**config.mk**
```make
export PLATFORM = sky130hd
export DESIGN_NAME = periodic_task_tick_scheduler_flat
export DESIGN_NICKNAME = d
export VERILOG_FILES = /design/src/rtl/pts_pkg.sv /design/src/rtl/pts_req_if.sv /design/src/rtl/pts_rsp_if.sv /design/src/rtl/pts_ctrl.sv /design/src/rtl/pts_dp.sv /design/src/rtl/periodic_task_tick_scheduler.sv /design/src/flat_wrapper.sv
export VERILOG_INCLUDE_DIRS = /design/src /design/src/rtl
export SDC_FILE = /design/constraint.sdc
export NUM_CORES = 1
export LEC_CHECK = 0
export BUFFER_PORTS_ARGS = -buffer_cell sky130_fd_sc_hd__buf_2
export CAP_MARGIN = 10
export CORE_MARGIN = 2
export CORE_UTILIZATION = 45
export CTS_BUF_LIST = sky130_fd_sc_hd__clkbuf_16
export DETAILED_ROUTE_END_ITERATION = 10
export GPL_ROUTABILITY_DRIVEN = 0
export PLACE_DENSITY = 0.69
export SLEW_MARGIN = 20
export SYNTH_ARGS = -nofsm -noshare
export SYNTH_HDL_FRONTEND = slang
export SYNTH_SLANG_ARGS = --single-unit
```
**constraint.sdc**
```tcl
create_clock -name clock -period 9 [get_ports clock]
set_clock_uncertainty 0.1 [all_clocks]
set_input_delay 0.9 -clock clock [delete_from_list [all_inputs] [get_ports clock]]
set_output_delay 0.9 -clock clock [all_outputs]
set_load 0.005 [all_outputs]
```
**src/rtl/assert_macros.svh**
```systemverilog
// Assertion helpers; compiled out for synthesis.
`ifndef ASSERT_MACROS_SVH
`define ASSERT_MACROS_SVH

`ifndef SYNTHESIS

// Same-cycle implication
`define ASSERT_IMPLY(label, clk, rst, ante, cons) \
   label: assert property (@(posedge clk) disable iff (rst) (ante) |-> (cons)) \
      else $error("assertion failed: same-cycle implication");

// Next-cycle implication
`define ASSERT_NEXT(label, clk, rst, ante, cons) \
   label: assert property (@(posedge clk) disable iff (rst) (ante) |=> (cons)) \
      else $error("assertion failed: next-cycle implication");

`else

`define ASSERT_IMPLY(label, clk, rst, ante, cons)
`define ASSERT_NEXT(label, clk, rst, ante, cons)

`endif

`endif

```
**src/rtl/pts_pkg.sv**
```systemverilog
package pts_pkg;

   // Payload field widths
   localparam int ACTION_W = 3;
   localparam int SLOT_W   = 3;
   localparam int TIME_W   = 16;

   // Action codes
   localparam logic [ACTION_W-1:0] ACT_TICK    = 3'd0;
   localparam logic [ACTION_W-1:0] ACT_CREATE  = 3'd1;
   localparam logic [ACTION_W-1:0] ACT_DELETE  = 3'd2;
   localparam logic [ACTION_W-1:0] ACT_RESUME  = 3'd3;
   localparam logic [ACTION_W-1:0] ACT_SUSPEND = 3'd4;

   // Controller to datapath
   typedef struct packed {
      logic accept;   // input transfer this cycle
      logic walk;     // process the slot under the walk pointer
      logic emit;     // move the lowest fired slot to the output register
   } pts_cmd_type;

   // Datapath to controller
   typedef struct packed {
      logic walk_last;   // walk pointer at the final slot
      logic mask_empty;  // no fired slot left to send
      logic out_free;    // output register can take a result
   } pts_stat_type;

endpackage

```
**src/rtl/pts_req_if.sv**
```systemverilog
interface pts_req_if
   import pts_pkg::*;
();
   logic                valid;
   logic                ready;
   logic [ACTION_W-1:0] action;
   logic [SLOT_W-1:0]   task_slot;
   logic [TIME_W-1:0]   period;
   logic [TIME_W-1:0]   first_delay;

   modport source (output valid, action, task_slot, period, first_delay, input ready);
   modport sink   (input valid, action, task_slot, period, first_delay, output ready);
endinterface

```
**src/rtl/pts_rsp_if.sv**
```systemverilog
interface pts_rsp_if
   import pts_pkg::*;
();
   logic              valid;
   logic              ready;
   logic [SLOT_W-1:0] fired_slot;
   logic              last_fired;

   modport source (output valid, fired_slot, last_fired, input ready);
   modport sink   (input valid, fired_slot, last_fired, output ready);
endinterface

```
**src/rtl/pts_ctrl.sv**
```systemverilog
module pts_ctrl
   import pts_pkg::*;
(
   input  logic         clock,
   input  logic         reset,
   input  logic         req_valid,
   input  logic         req_is_tick,
   output logic         req_ready,
   input  pts_stat_type stat,
   output pts_cmd_type  cmd
);

   localparam logic [1:0] ST_IDLE = 2'd0;
   localparam logic [1:0] ST_WALK = 2'd1;
   localparam logic [1:0] ST_EMIT = 2'd2;

   logic [1:0] state_ff;
   logic [1:0] state_in;

   // Next state and commands
   always_comb begin
      state_in   = state_ff;
      req_ready  = 1'b0;
      cmd.accept = 1'b0;
      cmd.walk   = 1'b0;
      cmd.emit   = 1'b0;
      unique case (state_ff)
         ST_IDLE: begin
            req_ready  = 1'b1;
            cmd.accept = req_valid;
            if (req_valid && req_is_tick) begin
               state_in = ST_WALK;
            end
         end
         ST_WALK: begin
            cmd.walk = 1'b1;
            if (stat.walk_last) begin
               state_in = ST_EMIT;
            end
         end
         ST_EMIT: begin
            if (stat.mask_empty) begin
               state_in = ST_IDLE;
            end else begin
               cmd.emit = stat.out_free;
            end
         end
         default: begin
            state_in = ST_IDLE;
         end
      endcase
   end

   always_ff @(posedge clock) begin
      if (reset) begin
         state_ff <= ST_IDLE;
      end else begin
         state_ff <= state_in;
      end
   end

endmodule

```
**src/rtl/pts_dp.sv**
```systemverilog
module pts_dp
   import pts_pkg::*;
#(
   parameter int TASK_SLOTS = 8
)(
   input  logic                clock,
   input  logic                reset,
   input  logic [ACTION_W-1:0] action,
   input  logic [SLOT_W-1:0]   task_slot,
   input  logic [TIME_W-1:0]   period,
   input  logic [TIME_W-1:0]   first_delay,
   input  pts_cmd_type         cmd,
   output pts_stat_type        stat,
   output logic                rsp_valid,
   input  logic                rsp_ready,
   output logic [SLOT_W-1:0]   fired_slot,
   output logic                last_fired
);

   // Only slots the slot field can address are kept
   localparam int SLOT_COUNT = (TASK_SLOTS < (1 << SLOT_W)) ? TASK_SLOTS : (1 << SLOT_W);
   localparam int IDX_W      = (SLOT_COUNT > 1) ? $clog2(SLOT_COUNT) : 1;

   logic                  occ_ff    [SLOT_COUNT];
   logic                  occ_in    [SLOT_COUNT];
   logic                  run_ff    [SLOT_COUNT];
   logic                  run_in    [SLOT_COUNT];
   logic [TIME_W-1:0]     period_ff [SLOT_COUNT];
   logic [TIME_W-1:0]     period_in [SLOT_COUNT];
   logic [TIME_W-1:0]     cd_ff     [SLOT_COUNT];
   logic [TIME_W-1:0]     cd_in     [SLOT_COUNT];
   logic [IDX_W-1:0]      ptr_ff;
   logic [IDX_W-1:0]      ptr_in;
   logic [SLOT_COUNT-1:0] mask_ff;
   logic [SLOT_COUNT-1:0] mask_in;
   logic                  rsp_valid_ff;
   logic                  rsp_valid_in;
   logic [SLOT_W-1:0]     rsp_slot_ff;
   logic [SLOT_W-1:0]     rsp_slot_in;
   logic                  rsp_last_ff;
   logic                  rsp_last_in;

   logic                  slot_ok;
   logic [IDX_W-1:0]      cmd_idx;
   logic [TIME_W-1:0]     cd_cur;
   logic                  walk_live;
   logic [IDX_W-1:0]      low_idx;
   logic                  low_only;

   assign slot_ok   = ({1'b0, task_slot} < (SLOT_W + 1)'(SLOT_COUNT));
   assign cmd_idx   = task_slot[IDX_W-1:0];
   assign cd_cur    = cd_ff[ptr_ff];
   assign walk_live = occ_ff[ptr_ff] && run_ff[ptr_ff];

   // Lowest pending fired slot and whether it is the only one left
   always_comb begin
      low_idx = '0;
      for (int i = SLOT_COUNT - 1; i >= 0; i--) begin
         if (mask_ff[i]) begin
            low_idx = IDX_W'(i);
         end
      end
   end
   assign low_only = ((mask_ff & (mask_ff - SLOT_COUNT'(1))) == '0);

   // Slot table update: commands at accept, countdowns during the walk
   always_comb begin
      occ_in    = occ_ff;
      run_in    = run_ff;
      period_in = period_ff;
      cd_in     = cd_ff;
      if (cmd.accept && slot_ok) begin
         unique case (action)
            ACT_CREATE: begin
               if (!occ_ff[cmd_idx]) begin
                  occ_in[cmd_idx]    = 1'b1;
                  run_in[cmd_idx]    = 1'b1;
                  period_in[cmd_idx] = period;
                  cd_in[cmd_idx]     = first_delay;
               end
            end
            ACT_DELETE:  occ_in[cmd_idx] = 1'b0;
            ACT_RESUME:  run_in[cmd_idx] = 1'b1;
            ACT_SUSPEND: run_in[cmd_idx] = 1'b0;
            default: begin
            end
         endcase
      end
      if (cmd.walk && walk_live) begin
         if (cd_cur == '0) begin
            cd_in[ptr_ff] = period_ff[ptr_ff] - TIME_W'(1);
         end else begin
            cd_in[ptr_ff] = cd_cur - TIME_W'(1);
         end
      end
   end

   // Walk pointer and fired mask
   always_comb begin
      ptr_in  = ptr_ff;
      mask_in = mask_ff;
      if (cmd.accept) begin
         ptr_in  = '0;
         mask_in = '0;
      end
      if (cmd.walk) begin
         ptr_in = ptr_ff + IDX_W'(1);
         if (walk_live && (cd_cur == '0)) begin
            mask_in[ptr_ff] = 1'b1;
         end
      end
      if (cmd.emit) begin
         mask_in[low_idx] = 1'b0;
      end
   end

   // Output register
   always_comb begin
      rsp_valid_in = rsp_valid_ff;
      rsp_slot_in  = rsp_slot_ff;
      rsp_last_in  = rsp_last_ff;
      if (cmd.emit) begin
         rsp_valid_in = 1'b1;
         rsp_slot_in  = SLOT_W'(low_idx);
         rsp_last_in  = low_only;
      end else if (rsp_ready) begin
         rsp_valid_in = 1'b0;
      end
   end

   always_ff @(posedge clock) begin
      if (reset) begin
         for (int i = 0; i < SLOT_COUNT; i++) begin
            occ_ff[i] <= 1'b0;
            run_ff[i] <= 1'b0;
         end
         ptr_ff       <= '0;
         mask_ff      <= '0;
         rsp_valid_ff <= 1'b0;
      end else begin
         occ_ff       <= occ_in;
         run_ff       <= run_in;
         ptr_ff       <= ptr_in;
         mask_ff      <= mask_in;
         rsp_valid_ff <= rsp_valid_in;
      end
   end

   always_ff @(posedge clock) begin
      period_ff   <= period_in;
      cd_ff       <= cd_in;
      rsp_slot_ff <= rsp_slot_in;
      rsp_last_ff <= rsp_last_in;
   end

   assign stat.walk_last  = (ptr_ff == IDX_W'(SLOT_COUNT - 1));
   assign stat.mask_empty = (mask_ff == '0);
   assign stat.out_free   = !rsp_valid_ff || rsp_ready;

   assign rsp_valid  = rsp_valid_ff;
   assign fired_slot = rsp_slot_ff;
   assign last_fired = rsp_last_ff;

endmodule

```
**src/rtl/periodic_task_tick_scheduler.sv**
```systemverilog
// Periodic task tick scheduler. Up to eight task slots (slot number = priority, 0 highest)
// are edited by create, delete, resume and suspend commands; the block is ready again on
// the next cycle. A tick transfer starts a walk of the slots, one per cycle, through the
// single countdown update path, then sends one result per fired slot from the output
// register, one per cycle while the sink is ready, lowest slot first with the last one
// marked. The emit state confirms that no fired slot is left before input is taken again,
// so a tick that fires nothing sends no result and still passes through that state. The
// last result may still sit in the output register while the next command is taken.
`include "assert_macros.svh"

module periodic_task_tick_scheduler
   import pts_pkg::*;
#(
   parameter int TASK_SLOTS = 8
)(
   input  logic      clock,
   input  logic      reset,
   pts_req_if.sink   req_if,
   pts_rsp_if.source rsp_if
);

   pts_cmd_type  cmd;
   pts_stat_type stat;

   pts_ctrl u_ctrl (
      .clock       (clock),
      .reset       (reset),
      .req_valid   (req_if.valid),
      .req_is_tick (req_if.action == ACT_TICK),
      .req_ready   (req_if.ready),
      .stat        (stat),
      .cmd         (cmd)
   );

   pts_dp #(
      .TASK_SLOTS (TASK_SLOTS)
   ) u_dp (
      .clock       (clock),
      .reset       (reset),
      .action      (req_if.action),
      .task_slot   (req_if.task_slot),
      .period      (req_if.period),
      .first_delay (req_if.first_delay),
      .cmd         (cmd),
      .stat        (stat),
      .rsp_valid   (rsp_if.valid),
      .rsp_ready   (rsp_if.ready),
      .fired_slot  (rsp_if.fired_slot),
      .last_fired  (rsp_if.last_fired)
   );

   // No fired slot is left pending once the block takes new input
   `ASSERT_IMPLY(a_idle_no_pending, clock, reset, req_if.ready, stat.mask_empty)
   // A result that is not marked last always has a successor queued
   `ASSERT_IMPLY(a_more_after_nonlast, clock, reset,
      rsp_if.valid && rsp_if.ready && !rsp_if.last_fired, !stat.mask_empty)
   // A tick transfer starts a walk, so input is held off next cycle
   `ASSERT_NEXT(a_tick_busy, clock, reset,
      req_if.valid && req_if.ready && (req_if.action == ACT_TICK), !req_if.ready)

endmodule

```
**src/flat_wrapper.sv**
```systemverilog
// flat-port wrapper written by rule: the top's interface ports become plain ports
module periodic_task_tick_scheduler_flat import pts_pkg::*;
#(
   parameter int TASK_SLOTS = 8
)
  (clock, reset, req_if_valid, req_if_action, req_if_task_slot, req_if_period, req_if_first_delay, req_if_ready, rsp_if_valid, rsp_if_fired_slot, rsp_if_last_fired, rsp_if_ready);
  pts_req_if req_if_i ();
  pts_rsp_if rsp_if_i ();
  input  logic clock;
  input  logic reset;
  input wire logic [$bits(req_if_i.valid)-1:0] req_if_valid;
  input wire logic [$bits(req_if_i.action)-1:0] req_if_action;
  input wire logic [$bits(req_if_i.task_slot)-1:0] req_if_task_slot;
  input wire logic [$bits(req_if_i.period)-1:0] req_if_period;
  input wire logic [$bits(req_if_i.first_delay)-1:0] req_if_first_delay;
  output wire logic [$bits(req_if_i.ready)-1:0] req_if_ready;
  output wire logic [$bits(rsp_if_i.valid)-1:0] rsp_if_valid;
  output wire logic [$bits(rsp_if_i.fired_slot)-1:0] rsp_if_fired_slot;
  output wire logic [$bits(rsp_if_i.last_fired)-1:0] rsp_if_last_fired;
  input wire logic [$bits(rsp_if_i.ready)-1:0] rsp_if_ready;
  assign req_if_i.valid = req_if_valid;
  assign req_if_i.action = req_if_action;
  assign req_if_i.task_slot = req_if_task_slot;
  assign req_if_i.period = req_if_period;
  assign req_if_i.first_delay = req_if_first_delay;
  assign req_if_ready = req_if_i.ready;
  assign rsp_if_valid = rsp_if_i.valid;
  assign rsp_if_fired_slot = rsp_if_i.fired_slot;
  assign rsp_if_last_fired = rsp_if_i.last_fired;
  assign rsp_if_i.ready = rsp_if_ready;
  periodic_task_tick_scheduler #(.TASK_SLOTS(TASK_SLOTS)) u_core (.clock(clock), .reset(reset), .req_if(req_if_i), .rsp_if(rsp_if_i));
endmodule
```
==> impl_metrics.toml <==
[run_status]
run_status = "completed"

[synthesis]
synthFlopType = "sky130_fd_sc_hd__dfxtp_1"
ys_types = 66
synth-seq-area-share_pct = 50.75
ys_async_sr_fraction_pct = 0
synth_area_per_cell_sq_um = 12.38
synth.area.top_cells = "sky130_fd_sc_hd__edfxtp_1 28%, sky130_fd_sc_hd__dfxtp_1 23%, sky130_fd_sc_hd__mux2i_1 23%, sky130_fd_sc_hd__mux4_2 5.3%, sky130_fd_sc_hd__a21oi_1 1.3%"
synth_cells = 1134
syn-num-nets = 1181
ys_seq_elements = 290
yosysWarnings = 0
synth_edf_count = 132
synth_area_leader = "sky130_fd_sc_hd__edfxtp_1"
syn-cell-area_sq_um = 14040
synthDominantCellAreaShare_pct = 28.23

[floorplan]
ioPinCount = 48
placementRows = 64
effective_utilization_at_floorplan_pct = 45.79
die_width_microns = 180.7
chipHeight_microns = 180.7
core-area_sq_um = 30670
die_area_sq_um = 32640

[critical_path]
cp-start-kind = "flip-flop"
worstReg2RegEnd = "u_core.u_dp.cd_ff[53]"
crit_slowest_cell = "sky130_fd_sc_hd__nor2b_1"
critical_path.reg2reg.startpoint = "u_core.u_dp.ptr_ff[0]"
reg2reg_setup_slack_ns = 3.94
cp-end-kind = "flip-flop"
reg2regPathDepth = 9
crit_path_max_incr_delay_ns = 0.91
type_of_the_setup_path_with_the_least_slack = "flip-flop to flip-flop"
timing.critical_path.fanout_max = 51
critical_path_arrival_ns = 5.37
crit_path_cell_trace = "buf_4 > nor2b_1 > nand3_1 > a31oi_1 > nand4_1 > nor4_4 > buf_4 > mux2i_1 > mux2i_1"
critPathRequiredTime_ns = 9.31

[min_path]
hold_depth = 2
whs_endpoint = "u_core.u_dp.rsp_valid"
worst_hold_class = "flip-flop to flip-flop"
worstHoldStart = "u_core.u_dp.rsp_valid"

[final_layout]
finish.utilization_pct = 50.91
nFillCells = 2662
fin_area_sq_um = 15610
ff_latch_area_sq_um = 7136
drive_gt1_share_pct = 15.65
layout.cells.most_common = "sky130_fd_sc_hd__mux2i_1"
multi_input_area_sq_um = 6501
area_delta_synth_final_pct = 11.17
final_cell_mix = "316 x sky130_fd_sc_hd__mux2i_1, 155 x sky130_fd_sc_hd__dfxtp_1, 132 x sky130_fd_sc_hd__edfxtp_1"
nNetsFinal = 1198

[timing]
finalCriticalPeriod_ns = 5.058
timing.final.ws_setup_ns = 3.942
min_period_over_period_pct = 56.20
report.final.slew_viol_count = 0
finalSetupTns_ns = 0
rsz0062_at_grt = "no"
hold_viol_final = 0
worst_slew_margin_rel_pct = 18.58
tightestPinTransition_ns = 1.219
timing.final.setup_violations = 0
max_freq_mhz = 197.7

[global_route]
grt_max_degree = 70
antenna_violations_before_repair = 1
globalRouteTotalUtil_pct = 21.72
global_route.overflow_total = 0
first_global_vias = 9346
grt_first_pass_wirelength_mm = 55.63

[placement]
dpl_worst_slack_ns = 3.981
placement.cell_area_sq_um = 14570
portBuffers = 47
post-dp-hpwl_mm = 22.02

[power]
switching_power_mw = 0.7203
power-per-cell-area_nw_per_um2 = 193.3
p_comb_share_pct = 7.8
total_leakage_power_nw = 6.625
power.ir.vdd_worst_mv = 0.1364
power.sequential.fraction_pct = 49.1
netSwitchingFraction_pct = 23.87
power.clock.fraction_pct = 43.0
cellInternalPower_mw = 2.297

[detailed_routing]
drc_marker_count_from_the_first_detailed_route_iteration = 829
drt-pass1-iter-count = 7
ant_nets = 0
drc = 0
via_per_inst = 6.008
route.detailed.wl_per_inst_microns = 22.85
route.final.wire_length_mm = 35.94
via_count = 9451

[clock_tree]
clk_latency_ns = 0.57
tritoncts = "built"
cts_made_buffers = 31
post-cts-setup-buffers = 0
clkSlewWorstSetupHoldPaths_ns = 0.07
ctsRootBufferMaster = "sky130_fd_sc_hd__clkbuf_16"
h_tree_lvls = 1
cts.repair.resized = 0
cts_num_sinks = 290
cts.hold.buffers_added = 0
clk_path_buf_depth = 3

[job]
cap_violations = 0
[cells in the mapped netlist (3+ instances only)]
| cell type | number |
|---|---|
| sky130_fd_sc_hd__a21oi_2 | 4 |
| sky130_fd_sc_hd__dfxtp_1 | 158 |
| sky130_fd_sc_hd__buf_1 | 23 |
| sky130_fd_sc_hd__nand2_1 | 48 |
| sky130_fd_sc_hd__nor4_1 | 5 |
| sky130_fd_sc_hd__or3_1 | 3 |
| sky130_fd_sc_hd__a22oi_1 | 10 |
| sky130_fd_sc_hd__a21oi_1 | 37 |
| sky130_fd_sc_hd__o211ai_1 | 4 |
| sky130_fd_sc_hd__a311oi_1 | 5 |
| sky130_fd_sc_hd__xor2_1 | 9 |
| sky130_fd_sc_hd__xnor2_1 | 16 |
| sky130_fd_sc_hd__and3_1 | 21 |
| sky130_fd_sc_hd__nor2_1 | 38 |
| sky130_fd_sc_hd__o22ai_1 | 4 |
| sky130_fd_sc_hd__and2_1 | 4 |
| sky130_fd_sc_hd__nand3b_1 | 4 |
| sky130_fd_sc_hd__nor3_1 | 21 |
| sky130_fd_sc_hd__nand2b_1 | 6 |
| sky130_fd_sc_hd__clkbuf_1 | 26 |
| sky130_fd_sc_hd__a211oi_1 | 23 |
| sky130_fd_sc_hd__mux2i_1 | 316 |
| sky130_fd_sc_hd__nand4_1 | 5 |
| sky130_fd_sc_hd__nor3b_1 | 3 |
| sky130_fd_sc_hd__buf_2 | 30 |
| sky130_fd_sc_hd__o21ai_1 | 3 |
| sky130_fd_sc_hd__mux2_1 | 3 |
| sky130_fd_sc_hd__ha_1 | 5 |
| sky130_fd_sc_hd__nand3_1 | 27 |
| sky130_fd_sc_hd__edfxtp_1 | 132 |
| sky130_fd_sc_hd__a32oi_1 | 10 |
| sky130_fd_sc_hd__mux4_2 | 33 |
| sky130_fd_sc_hd__buf_6 | 3 |
| sky130_fd_sc_hd__mux2_2 | 13 |
| sky130_fd_sc_hd__nor2b_1 | 12 |
| sky130_fd_sc_hd__o21ai_0 | 12 |
| sky130_fd_sc_hd__a221oi_1 | 6 |
| sky130_fd_sc_hd__a31oi_1 | 6 |
| sky130_fd_sc_hd__buf_4 | 3 |
| sky130_fd_sc_hd__inv_1 | 8 |
[layer usage]
layer | share of wire (%) | vias up | wire length (microns) | GRT usage [%]
met1 | 44 | 4725 | 15940 | 29.88
met2 | 48 | 292 | 17220 | 35.73
met4 | 2.6 | 0 | 919 | 6.419
li1 | - | 4358 | - | -
met3 | 5.2 | 76 | 1857 | 3.072
met5 | 0 | - | 0 | 0
[state kept, by name, summed over array words and instances, names as in the netlist, named ones only]
signal,flops
u_core.u_dp.rsp_valid,1
u_core.u_dp.fired_slot,3
u_core.u_dp.period_ff,128
u_core.u_ctrl.state_ff,2
u_core.u_dp.cd_ff,128
u_core.u_dp.ptr_ff,3
u_core.u_dp.mask_ff,8
u_core.u_dp.last_fired,1
[power groups by stage]
| stage | Clock (mW) | Combinational [mW] | Sequential (mW) |
|---|---|---|---|
| 2_1_floorplan | 0 | 0.179 | 1.50 |
| 3_3_place_gp | 0 | 0.226 | 1.51 |
| 3_5_place_dp | 0 | 0.234 | 1.51 |
| 4_1_cts | 1.32 | 0.235 | 1.48 |
| 5_1_grt | 1.37 | 0.261 | 1.49 |
| 6_report | 1.30 | 0.236 | 1.48 |
[through the flow]
stage                     cells  hold WS (ns)  power, mW
final                      1573        0.4064      3.018
after global routing       1572        0.4166      3.122
after CTS                  1572        0.4000      3.032
after detailed placement   1514        0.3899      1.743
after global placement     1514        0.3718      1.733
after floorplan            1134        0.3656      1.676
[worst max path at each step]
stage	start	cells after the start	end
after global placement	u_core.u_dp.ptr_ff[0]	9	u_core.u_dp.cd_ff[101]
final	u_core.u_dp.ptr_ff[0]	9	u_core.u_dp.cd_ff[53]
after floorplan	u_core.u_dp.ptr_ff[0]	13	u_core.u_dp.cd_ff[106]
after global routing	u_core.u_dp.ptr_ff[0]	9	u_core.u_dp.cd_ff[37]
after CTS	u_core.u_dp.ptr_ff[0]	9	u_core.u_dp.cd_ff[53]
after detailed placement	u_core.u_dp.ptr_ff[0]	9	u_core.u_dp.cd_ff[53]
[critical path, delay by kind of cell (launching register included)]
family,cells,cell delay [ns]
flops,1,0.76
buf+inv,2,1.05
mux,2,0.80
compound gates,1,0.27
simple gates,4,1.89
[cell families (layout without fill, tap and decap cells)]
group / Yosys count / after routing / share of synthesized area (%)
other cells: 0 / 1 / 0
mux: 367 / 367 / 29.36
compound gates: 145 / 145 / 7.163
simple gates: 206 / 206 / 7.609
fa+ha+maj: 6 / 6 / 0.5168
xor+xnor: 25 / 25 / 1.559
buf+inv: 95 / 137 / 3.047
flops: 290 / 290 / 50.75
[cell type report]
type	instances	share of cell area, %
repair buffers	69	2.565
well taps	396	3.174
clock inverters	27	1.691
diodes	1	0.01603
flip-flops and latches	290	45.70
inverters	10	0.2404
multi-input cells	749	41.64
clock buffers	31	4.969
No activity file was read; power rests on OpenSTA's default activity.
